$ cat src/sv/glcs_pkg.sv
// glcs_pkg: shared constants, types and command codes for the grid search unit
// no dependencies
`default_nettype none
package glcs_pkg;
    localparam int GRID_SIDE_DEF   = 64;
    localparam int WINDOW_HALF_DEF = 5;

    localparam logic [7:0] LOAD_CAP_RST = 8'd73;
    localparam logic [5:0] MAX_DIST_RST = 6'd18;

    localparam logic [2:0] KIND_ADD_PART = 3'd0;
    localparam logic [2:0] KIND_ADD_ANCH = 3'd1;
    localparam logic [2:0] KIND_CLEAR    = 3'd2;
    localparam logic [2:0] KIND_SEARCH   = 3'd3;
    localparam logic [2:0] KIND_WINSUM   = 3'd4;

    localparam logic CFG_LOAD_CAP = 1'b0;
    localparam logic CFG_MAX_DIST = 1'b1;

    localparam logic [14:0] SUM_MAX = 15'd32767;

    typedef struct packed {
        logic [2:0] kind;
        logic [5:0] cell_x;
        logic [5:0] cell_y;
        logic [5:0] start_distance;
    } item_t;

    typedef struct packed {
        logic        found;
        logic [11:0] cell_index;
        logic [5:0]  ring_distance;
        logic [7:0]  cell_load;
        logic [14:0] window_sum;
    } result_t;

    // controller to datapath commands
    typedef struct packed {
        logic load_item;   // capture item, reset search/sum state
        logic clr_step;    // write zero at sweep address
        logic clr_start;   // reset sweep address
        logic upd_write;   // read-modify-write for add items
        logic pt_start;    // restart point walk on current ring
        logic pt_issue;    // issue read of current point and advance
        logic ring_next;   // move to next ring
        logic out_load;    // capture result
    } dp_cmd_t;

    // datapath to controller status
    typedef struct packed {
        logic clr_last;
        logic pt_last;     // current point is last of the walk
        logic have;
        logic give_up;     // next ring would reach limit
    } dp_sts_t;
endpackage
`default_nettype wire

$ cat src/sv/glcs_ctrl.sv
// glcs_ctrl: sequencer for item handling, ring walks, sweeps and result handoff
// depends on glcs_pkg
`default_nettype none
module glcs_ctrl (
    input  wire               clk,
    input  wire               rst_n,
    input  wire               in_valid,
    output logic              in_ready,
    input  wire [2:0]         in_kind,
    output logic              out_valid,
    input  wire               out_ready,
    output glcs_pkg::dp_cmd_t cmd,
    input  glcs_pkg::dp_sts_t sts
);
    import glcs_pkg::*;

    localparam logic [3:0] S_CLRINIT = 4'd0;
    localparam logic [3:0] S_IDLE    = 4'd1;
    localparam logic [3:0] S_DISP    = 4'd2;
    localparam logic [3:0] S_UPDRD   = 4'd3;
    localparam logic [3:0] S_UPDWR   = 4'd4;
    localparam logic [3:0] S_CLEAR   = 4'd5;
    localparam logic [3:0] S_WALK    = 4'd6;
    localparam logic [3:0] S_DRAIN1  = 4'd7;
    localparam logic [3:0] S_DRAIN2  = 4'd8;
    localparam logic [3:0] S_RESULT  = 4'd9;

    logic [3:0] state_reg, state_next;
    logic [2:0] kind_reg, kind_next;
    logic       ov_reg, ov_next;

    always_comb
    begin
        state_next = state_reg;
        kind_next  = kind_reg;
        ov_next    = ov_reg && !out_ready;
        cmd        = '0;
        in_ready   = 1'b0;
        case (state_reg)
            S_CLRINIT:
            begin
                cmd.clr_step = 1'b1;
                if (sts.clr_last)
                    state_next = S_IDLE;
            end
            S_IDLE:
            begin
                // result register holds a waiting beat, so the input stays open
                in_ready = 1'b1;
                if (in_valid)
                begin
                    cmd.load_item = 1'b1;
                    kind_next     = in_kind;
                    state_next    = S_DISP;
                end
            end
            S_DISP:
            begin
                cmd.pt_start = 1'b1;
                cmd.clr_start = 1'b1;
                case (kind_reg)
                    KIND_ADD_PART, KIND_ADD_ANCH: state_next = S_UPDRD;
                    KIND_CLEAR:                   state_next = S_CLEAR;
                    KIND_SEARCH, KIND_WINSUM:     state_next = S_WALK;
                    default:                      state_next = S_RESULT;
                endcase
            end
            S_UPDRD:
            begin
                // registered read of the item cell
                state_next = S_UPDWR;
            end
            S_UPDWR:
            begin
                cmd.upd_write = 1'b1;
                state_next    = S_RESULT;
            end
            S_CLEAR:
            begin
                cmd.clr_step = 1'b1;
                if (sts.clr_last)
                    state_next = S_RESULT;
            end
            S_WALK:
            begin
                cmd.pt_issue = 1'b1;
                if (sts.pt_last)
                    state_next = S_DRAIN1;
            end
            S_DRAIN1: state_next = S_DRAIN2;
            S_DRAIN2:
            begin
                if (kind_reg == KIND_SEARCH && !sts.have)
                begin
                    cmd.ring_next = 1'b1;
                    state_next = sts.give_up ? S_RESULT : S_DISP;
                end
                else
                    state_next = S_RESULT;
            end
            S_RESULT:
            begin
                if (!ov_reg || out_ready)
                begin
                    cmd.out_load = 1'b1;
                    ov_next      = 1'b1;
                    state_next   = S_IDLE;
                end
            end
            default: state_next = S_IDLE;
        endcase
    end

    assign out_valid = ov_reg;

    always_ff @(posedge clk or negedge rst_n)
    begin
        if (!rst_n)
        begin
            state_reg <= S_CLRINIT;
            kind_reg  <= KIND_ADD_PART;
            ov_reg    <= 1'b0;
        end
        else
        begin
            state_reg <= state_next;
            kind_reg  <= kind_next;
            ov_reg    <= ov_next;
        end
    end
endmodule
`default_nettype wire

$ cat config.mk
export PLATFORM = sky130hd
export DESIGN_NAME = glcs_ctrl
export DESIGN_NICKNAME = d
export VERILOG_FILES = /design/src/sv/glcs_pkg.sv /design/src/sv/glcs_ctrl.sv
export SDC_FILE = /design/constraint.sdc
export NUM_CORES = 1
export LEC_CHECK = 0
export ABC_AREA = 1
export CAP_MARGIN = 20
export CORE_ASPECT_RATIO = 0.8
export CORE_UTILIZATION = 30
export CTS_CLUSTER_DIAMETER = 120
export CTS_CLUSTER_SIZE = 40
export DETAILED_ROUTE_END_ITERATION = 6
export DONT_BUFFER_PORTS = 1
export PLACE_DENSITY = 0.48
export SYNTH_ARGS = -nofsm -noshare
export SYNTH_HDL_FRONTEND = slang
export SYNTH_SLANG_ARGS = --single-unit
$ cat constraint.sdc
create_clock -name clk -period 2.17 [get_ports clk]
set_clock_uncertainty 0.1 [all_clocks]
set_input_delay 0 -clock clk [delete_from_list [all_inputs] [get_ports clk]]
set_output_delay 0 -clock clk [all_outputs]
set_load 0.1 [all_outputs]
==> impl_metrics.ini, run 1 <==
[status]
outcome = finished, final reports clean

[layout]
seqCellArea_um2 = 200
diodes = 0
final_common_cell = nand2_1
post-route-cell-area_um2 = 870
area_delta_synth_final_pct = 33.7
multi_input_area_um2 = 403
fillers = 219
layout_common_cells = 31 x nand2_1, 11 x inv_1, 10 x nor2_1
fin_nets = 132
fin_cells = 143
drive_gt1_frac = 0.277
largest_register_ffs = 4

[synth]
synth_area_um2 = 651
synth_adder_area_share = 0
yosysWarnings = 0
synth_top_family_by_area = simple AND/OR/NAND/NOR gates
yosys.area_share.simple = 0.540
synth_cell_types = 18
syn_area_per_cell_um2 = 6.57
synth_mux_area_frac = 0
synth_xor_area_frac = 0
ys_seq_area_frac = 0.308
syn_inst = 99
syn-num-nets = 110
synth_compound_area_frac = 0.0538
synth_seq_cells = 8

[clock_tree]
cts_tree = built
cts_max_path_buffers = 2
root_buffer = clkbuf_4
path_clk_slew_ps = 50
post_cts_buffers = 0
insertion_delay_ps = 240
cts_sinks = 8
cts-buffers-inserted = 3
h-tree-depth = 1

[global_route]
antenna_found_initial = 0
grt_pass1_vias = 625
grtUsageTotal = 0.157
grt_max_degree = 9
gr-total-overflow = 0
grt_pass1_wl_mm = 2.63

[critical_path]
r2r_slack_ps = 250
start_kind = flip-flop
crit_top_cell = nand2_1
cp_slowest_cell = dlygate4sd3_1
regToRegStartpoint = state_reg[1]
critPathLaunch = state_reg[1]
rr_worst_depth = 9
cp-end-kind = flip-flop
crit_end = state_reg[1]
critPathArrivalTime_ps = 1940
critPathKind = reg -> reg
path_cells = inv_2 > nand2_2 > nor2_2 > nand2_4 > nand3_2 > nor2_4 > nand2_1 > nand2_1 > dlygate4sd3_1
r2r_end = state_reg[1]
slowest_delay_ps = 540
crit_fanout = 6
cp.required_ps = 2190

[floorplanning]
core-area_um2 = 1960
initial_core_util = 0.332
design.die.area_um2 = 2360
rows = 14
die_h_um = 43.7
die-width_um = 54.1
io_pins = 21

[timing]
grt_setup_unrepaired = false
tightest_slew_ps = 547
period_minus_slack_ps = 1920
fin_crit_sh = 0.885
finalSetupTns_ps = 0
fmax_ghz = 0.521
hold_viol = 0
setup_viol = 0
slew_viol_final = 0
slew_headroom = 0.638

[run]
max-cap-violations = 0

[placed_design]
place_inst = 131
dpl_cell_area_um2 = 757
numPortBuffers = 0
gp_congestion = 0.816
dpl.hpwl_mm = 1.25

[hold_path]
hold_class = in -> async

[routing]
vias = 671
antenna_left = 0
wl_per_cell_um = 10.6
routed_wl_mm = 1.52
drt-initial-drc-count = 7
vias_per_cell = 4.69
drc = 0
drt-pass1-iter-count = 4
stage by stage:
step / util / hold WS, ps / setup slack (ps)
2_1_floorplan: - / -396 / 172
3_5_place_dp: 0.386 / -395 / 782
5_1_grt: 0.443 / 8.19 / 119
3_3_place_gp: 0.386 / -395 / 755
6_report: 0.443 / 6.50 / 249
4_1_cts: 0.443 / 5.04 / 239
worst min-delay path by stage:
stage / start / end / slack (ps) / depth (start not counted)
after floorplan: rst_n / kind_reg[0] / -400 / 0
after global placement: rst_n / kind_reg[0] / -400 / 0
after detailed placement: rst_n / kind_reg[0] / -400 / 0
after CTS: rst_n / kind_reg[0] / 5 / 1
after global routing: sts[3] / state_reg[2] / 8 / 6
final: rst_n / kind_reg[0] / 7 / 1
timing repair:
action,4_1_cts,5_1_grt
hold endpoints to repair,14,0
gates resized for setup,0,0
hold buffers,9,0
synth_stat cells:
library cell / instances / area share
nor2_4: 3 / 0.052
nor2_2: 2 / 0.019
a21oi_1: 2 / 0.015
inv_1: 11 / 0.063
buf_4: 1 / 0.012
nand2_1: 31 / 0.18
nand3_2: 1 / 0.015
nand2_4: 3 / 0.052
nor2_1: 12 / 0.069
nand3b_1: 1 / 0.012
inv_2: 4 / 0.023
dfrtp_1: 8 / 0.31
nand3_1: 8 / 0.062
nand4_1: 1 / 0.0096
o21ai_0: 5 / 0.038
nand2_2: 4 / 0.038
nor3_1: 1 / 0.0077
nor3_4: 1 / 0.025
cell type report:
class / count / area share
inverters: 15 / 0.0647
clock buffers: 3 / 0.0259
multi-input cells: 75 / 0.463
repair buffers: 18 / 0.181
well taps: 24 / 0.0345
flip-flops and latches: 8 / 0.230
cell families after synthesis:
kind of cell,Yosys count
buffers and inverters,16
DFF,8
and+or+nand+nor,68
AOI/OAI and AO/OA,7
worst max-delay path, delay by kind of cell (launching register included):
family,cells,cell delay [ps]
buf+inv,2,650
flops,1,460
simple gates,7,600
layer usage:
layer,vias to the layer above,share of wire,track usage
met5,-,0,0
met4,0,0.0066,0.0615
met3,2,0.039,0.0246
met2,14,0.42,0.217
met1,309,0.53,0.240
li1,346,-,-
Power of run 1 is left out: the tool's default activity adds up to more than one toggle a clock period on the data nets, which glitch-free logic cannot reach.
==> run 2: changes to the inputs <==
- MAX_ROUTING_LAYER: default -> met4
- RECOVER_POWER: default -> 100
==> impl_metrics.ini, run 2 (synthesis results as in run 1) <==
[floorplanning]
core-area_um2 = 1960
design.die.area_um2 = 2360
die-width_um = 54.1
initial_core_util = 0.332
die_h_um = 43.7
rows = 14
io_pins = 21

[placed_design]
numPortBuffers = 0
gp_congestion = 0.828
dpl_cell_area_um2 = 757
dpl.hpwl_mm = 1.25

[critical_path]
crit_fanout = 5
critPathKind = reg -> out
slowest_delay_ps = 830
cp.required_ps = 2070
path_cells = inv_2 > nand2_2 > nor2_4 > clkbuf_2
start_kind = flip-flop
cp_slowest_cell = clkbuf_2
critPathArrivalTime_ps = 1870
cp-end-kind = output pin

[global_route]
grt_pass1_vias = 624
antenna_found_initial = 0
grt_pass1_wl_mm = 2.63
grt_max_degree = 9
gr-total-overflow = 0
grtUsageTotal = 0.162

[clock_tree]
h-tree-depth = 1
root_buffer = clkbuf_4
cts_max_path_buffers = 2
insertion_delay_ps = 240
path_clk_slew_ps = 50
cts_resized = 0
post_cts_buffers = 0
cts_sinks = 8
cts-buffers-inserted = 3
cts_tree = built

[timing]
slew_headroom = 0.230
period_minus_slack_ps = 1970
fin_crit_sh = 0.909
fmax_ghz = 0.507
grt_setup_unrepaired = false
holdWs_ps = 5.30
finalSetupTns_ps = 0
hold_viol = 0
setup_viol = 0
tightest_slew_ps = 1160
slew_viol_final = 0

[routing]
drc = 0
vias_per_cell = 4.68
antenna_left = 0
drt-pass1-iter-count = 4
wl_per_cell_um = 10.7
vias = 669
routed_wl_mm = 1.53
drt-initial-drc-count = 5

[layout]
drive_gt1_frac = 0.227
final_common_cell = nand2_1
area_delta_synth_final_pct = 26.3
fin_nets = 132
diodes = 0
largest_register_ffs = 4
fillers = 228
post-route-cell-area_um2 = 822
final_util = 0.419
layout_common_cells = 32 x nand2_1, 12 x inv_1, 11 x nor2_1

[status]
outcome = finished, final reports clean

[hold_path]
hold_class = in -> async

[run]
max-cap-violations = 0
## run 2: cell types whose count changed in the layout (fill, tap and decap cells not counted), sizes merged
cell	before	now
buf	9	1
clkbuf	3	11
## run 2: final cells by class
cell class	count	area (µm²)	share of cell area
inverter	15	56.3	0.0685
sequential	8	200	0.244
tap	24	30.0	0.0365
clock buffer	3	22.5	0.0274
multi-input combinational	75	377	0.458
timing repair buffer	18	136	0.166
## run 2: metal layers
| metal | vias to the layer above | track usage | part of all wire |
|---|---|---|---|
| met5 | - | - | 0 |
| met4 | 0 | 0.0615 | 0.0065 |
| met3 | 2 | 0.0211 | 0.032 |
| met2 | 11 | 0.217 | 0.41 |
| met1 | 309 | 0.242 | 0.55 |
| li1 | 347 | - | - |
## run 2: through the flow
| step | setup slack [ps] | instances |
|---|---|---|
| after floorplan | 172 | 99 |
| after global routing | 72.1 | 143 |
| after global placement | 755 | 131 |
| after detailed placement | 782 | 131 |
| final | 197 | 143 |
| after CTS | 239 | 143 |
## run 2: critical path: cells and delay by family, from the launching register on
| kind | cells | cell delay, ps |
|---|---|---|
| and+or+nand+nor | 2 | 250 |
| DFF | 1 | 430 |
| buffers and inverters | 2 | 930 |
## run 2: what timing repair did
| item | in CTS | in global routing |
|---|---|---|
| hold buffers | 9 | 0 |
| hold endpoints to repair | 14 | 0 |
| setup endpoints to repair | 0 | 0 |
## run 2: final timing paths
check	startpoint	endpoint	slack, ps	depth (start not counted)
worst max-delay path	state_reg[0]	cmd[5]	200	4
worst min-delay path	rst_n	kind_reg[0]	5	1
worst max register to register	state_reg[1]	state_reg[1]	220	9
worst min register to register	out_valid	out_valid	450	2
max in group asynchronous	rst_n	state_reg[3]	1700	1
min in group clk	sts[3]	state_reg[2]	10	6
Power of run 2 is left out for the same reason.
==> run 3: changes to the inputs <==
- SETUP_SLACK_MARGIN: default -> 0.4
==> impl_metrics.ini, run 3 (synthesis results as in run 1) <==
[layout]
fin_cells = 143
area_delta_synth_final_pct = 27.3
diodes = 0
post-route-cell-area_um2 = 828
layout_common_cells = 32 x nand2_1, 13 x nor2_1, 12 x inv_1
multi_input_area_um2 = 383
drive_gt1_frac = 0.218
final_common_cell = nand2_1
largest_register_ffs = 4
seqCellArea_um2 = 201
fillers = 216
fin_nets = 131

[clock_tree]
cts-buffers-inserted = 3
cts_sinks = 8
h-tree-depth = 1
post_cts_buffers = 0
root_buffer = clkbuf_4
cts_max_path_buffers = 2
cts_tree = built
path_clk_slew_ps = 60
insertion_delay_ps = 250

[routing]
drc = 0
drt-initial-drc-count = 15
antenna_left = 0
routed_wl_mm = 1.58
vias = 643
drt-pass1-iter-count = 4
vias_per_cell = 4.50
wl_per_cell_um = 11.0

[timing]
fmax_ghz = 0.536
fin_crit_sh = 0.860
finalSetupTns_ps = 0
grt_setup_unrepaired = false
setup_viol = 0
slew_headroom = 0.229
hold_viol = 0
period_minus_slack_ps = 1870
slew_viol_final = 0
finalWorstSetupSlack_ps = 304
tightest_slew_ps = 1160

[status]
outcome = finished, final reports clean

[placed_design]
dpl_cell_area_um2 = 761
numPortBuffers = 0
post-place-ws_ps = 773
dpl.hpwl_mm = 1.25
place_inst = 130
gp_congestion = 0.867

[global_route]
antenna_found_initial = 0
gr-total-overflow = 0
grt_pass1_wl_mm = 2.68
grt_max_degree = 9
grt_pass1_vias = 628
grtUsageTotal = 0.164

[critical_path]
crit_fanout = 7
cp-end-kind = output pin
critPathKind = reg -> out
start_kind = flip-flop
slowest_delay_ps = 510
path_cells = inv_1 > nand2_1 > nor3_4 > clkbuf_2
critPathArrivalTime_ps = 1770
cp_slowest_cell = clkbuf_2
cp.required_ps = 2070

[floorplanning]
die_h_um = 43.7
core-area_um2 = 1960
initial_core_util = 0.332
design.die.area_um2 = 2360
io_pins = 21
die-width_um = 54.1
rows = 14

[run]
max-cap-violations = 0

[hold_path]
hold_class = in -> async
[run 3: layout make-up]
type	count	share of cell area
sequential	8	0.243
multi-input combinational	75	0.462
timing repair buffer	17	0.159
clock buffer	4	0.0317
tap	24	0.0363
inverter	15	0.0680
[run 3: path summary, 6_finish.rpt]
check | start | end | slack [ps] | cells after the start
min reg2reg | out_valid | out_valid | 480 | 2
max | state_reg[2] | cmd[7] | 300 | 4
min | rst_n | state_reg[0] | 4 | 1
max in group asynchronous | rst_n | out_valid | 1660 | 1
max reg2reg | state_reg[2] | state_reg[1] | 650 | 8
min in group clk | in_valid | kind_reg[2] | 0 | 4
[run 3: per-layer routing]
metal,vias to the layer above,wire [µm],global-route usage,part of all wire
met3,0,82,0.0632,0.052
met4,0,0,0.0154,0
met2,22,706,0.244,0.45
met1,276,788,0.219,0.50
li1,345,-,-,-
met5,-,0,-,0
[run 3: what timing repair did]
action	in CTS	in global routing
hold buffers	9	0
hold endpoints to repair	16	0
resized for setup	0	0
[run 3: through the flow]
| stage | hold WS (ps) | utilization |
|---|---|---|
| floorplan | -396 | - |
| global placement | -395 | 0.388 |
| detailed placement | -395 | 0.388 |
| CTS | 2.88 | 0.447 |
| global route | 3.21 | 0.422 |
| finish | 4.14 | 0.422 |
[run 3: critical path, delay by kind of cell (launching register included)]
family                 cells  cell delay [ps]
buffers and inverters      2              600
and+or+nand+nor            2              470
DFF                        1              430
Power of run 3 is left out for the same reason.
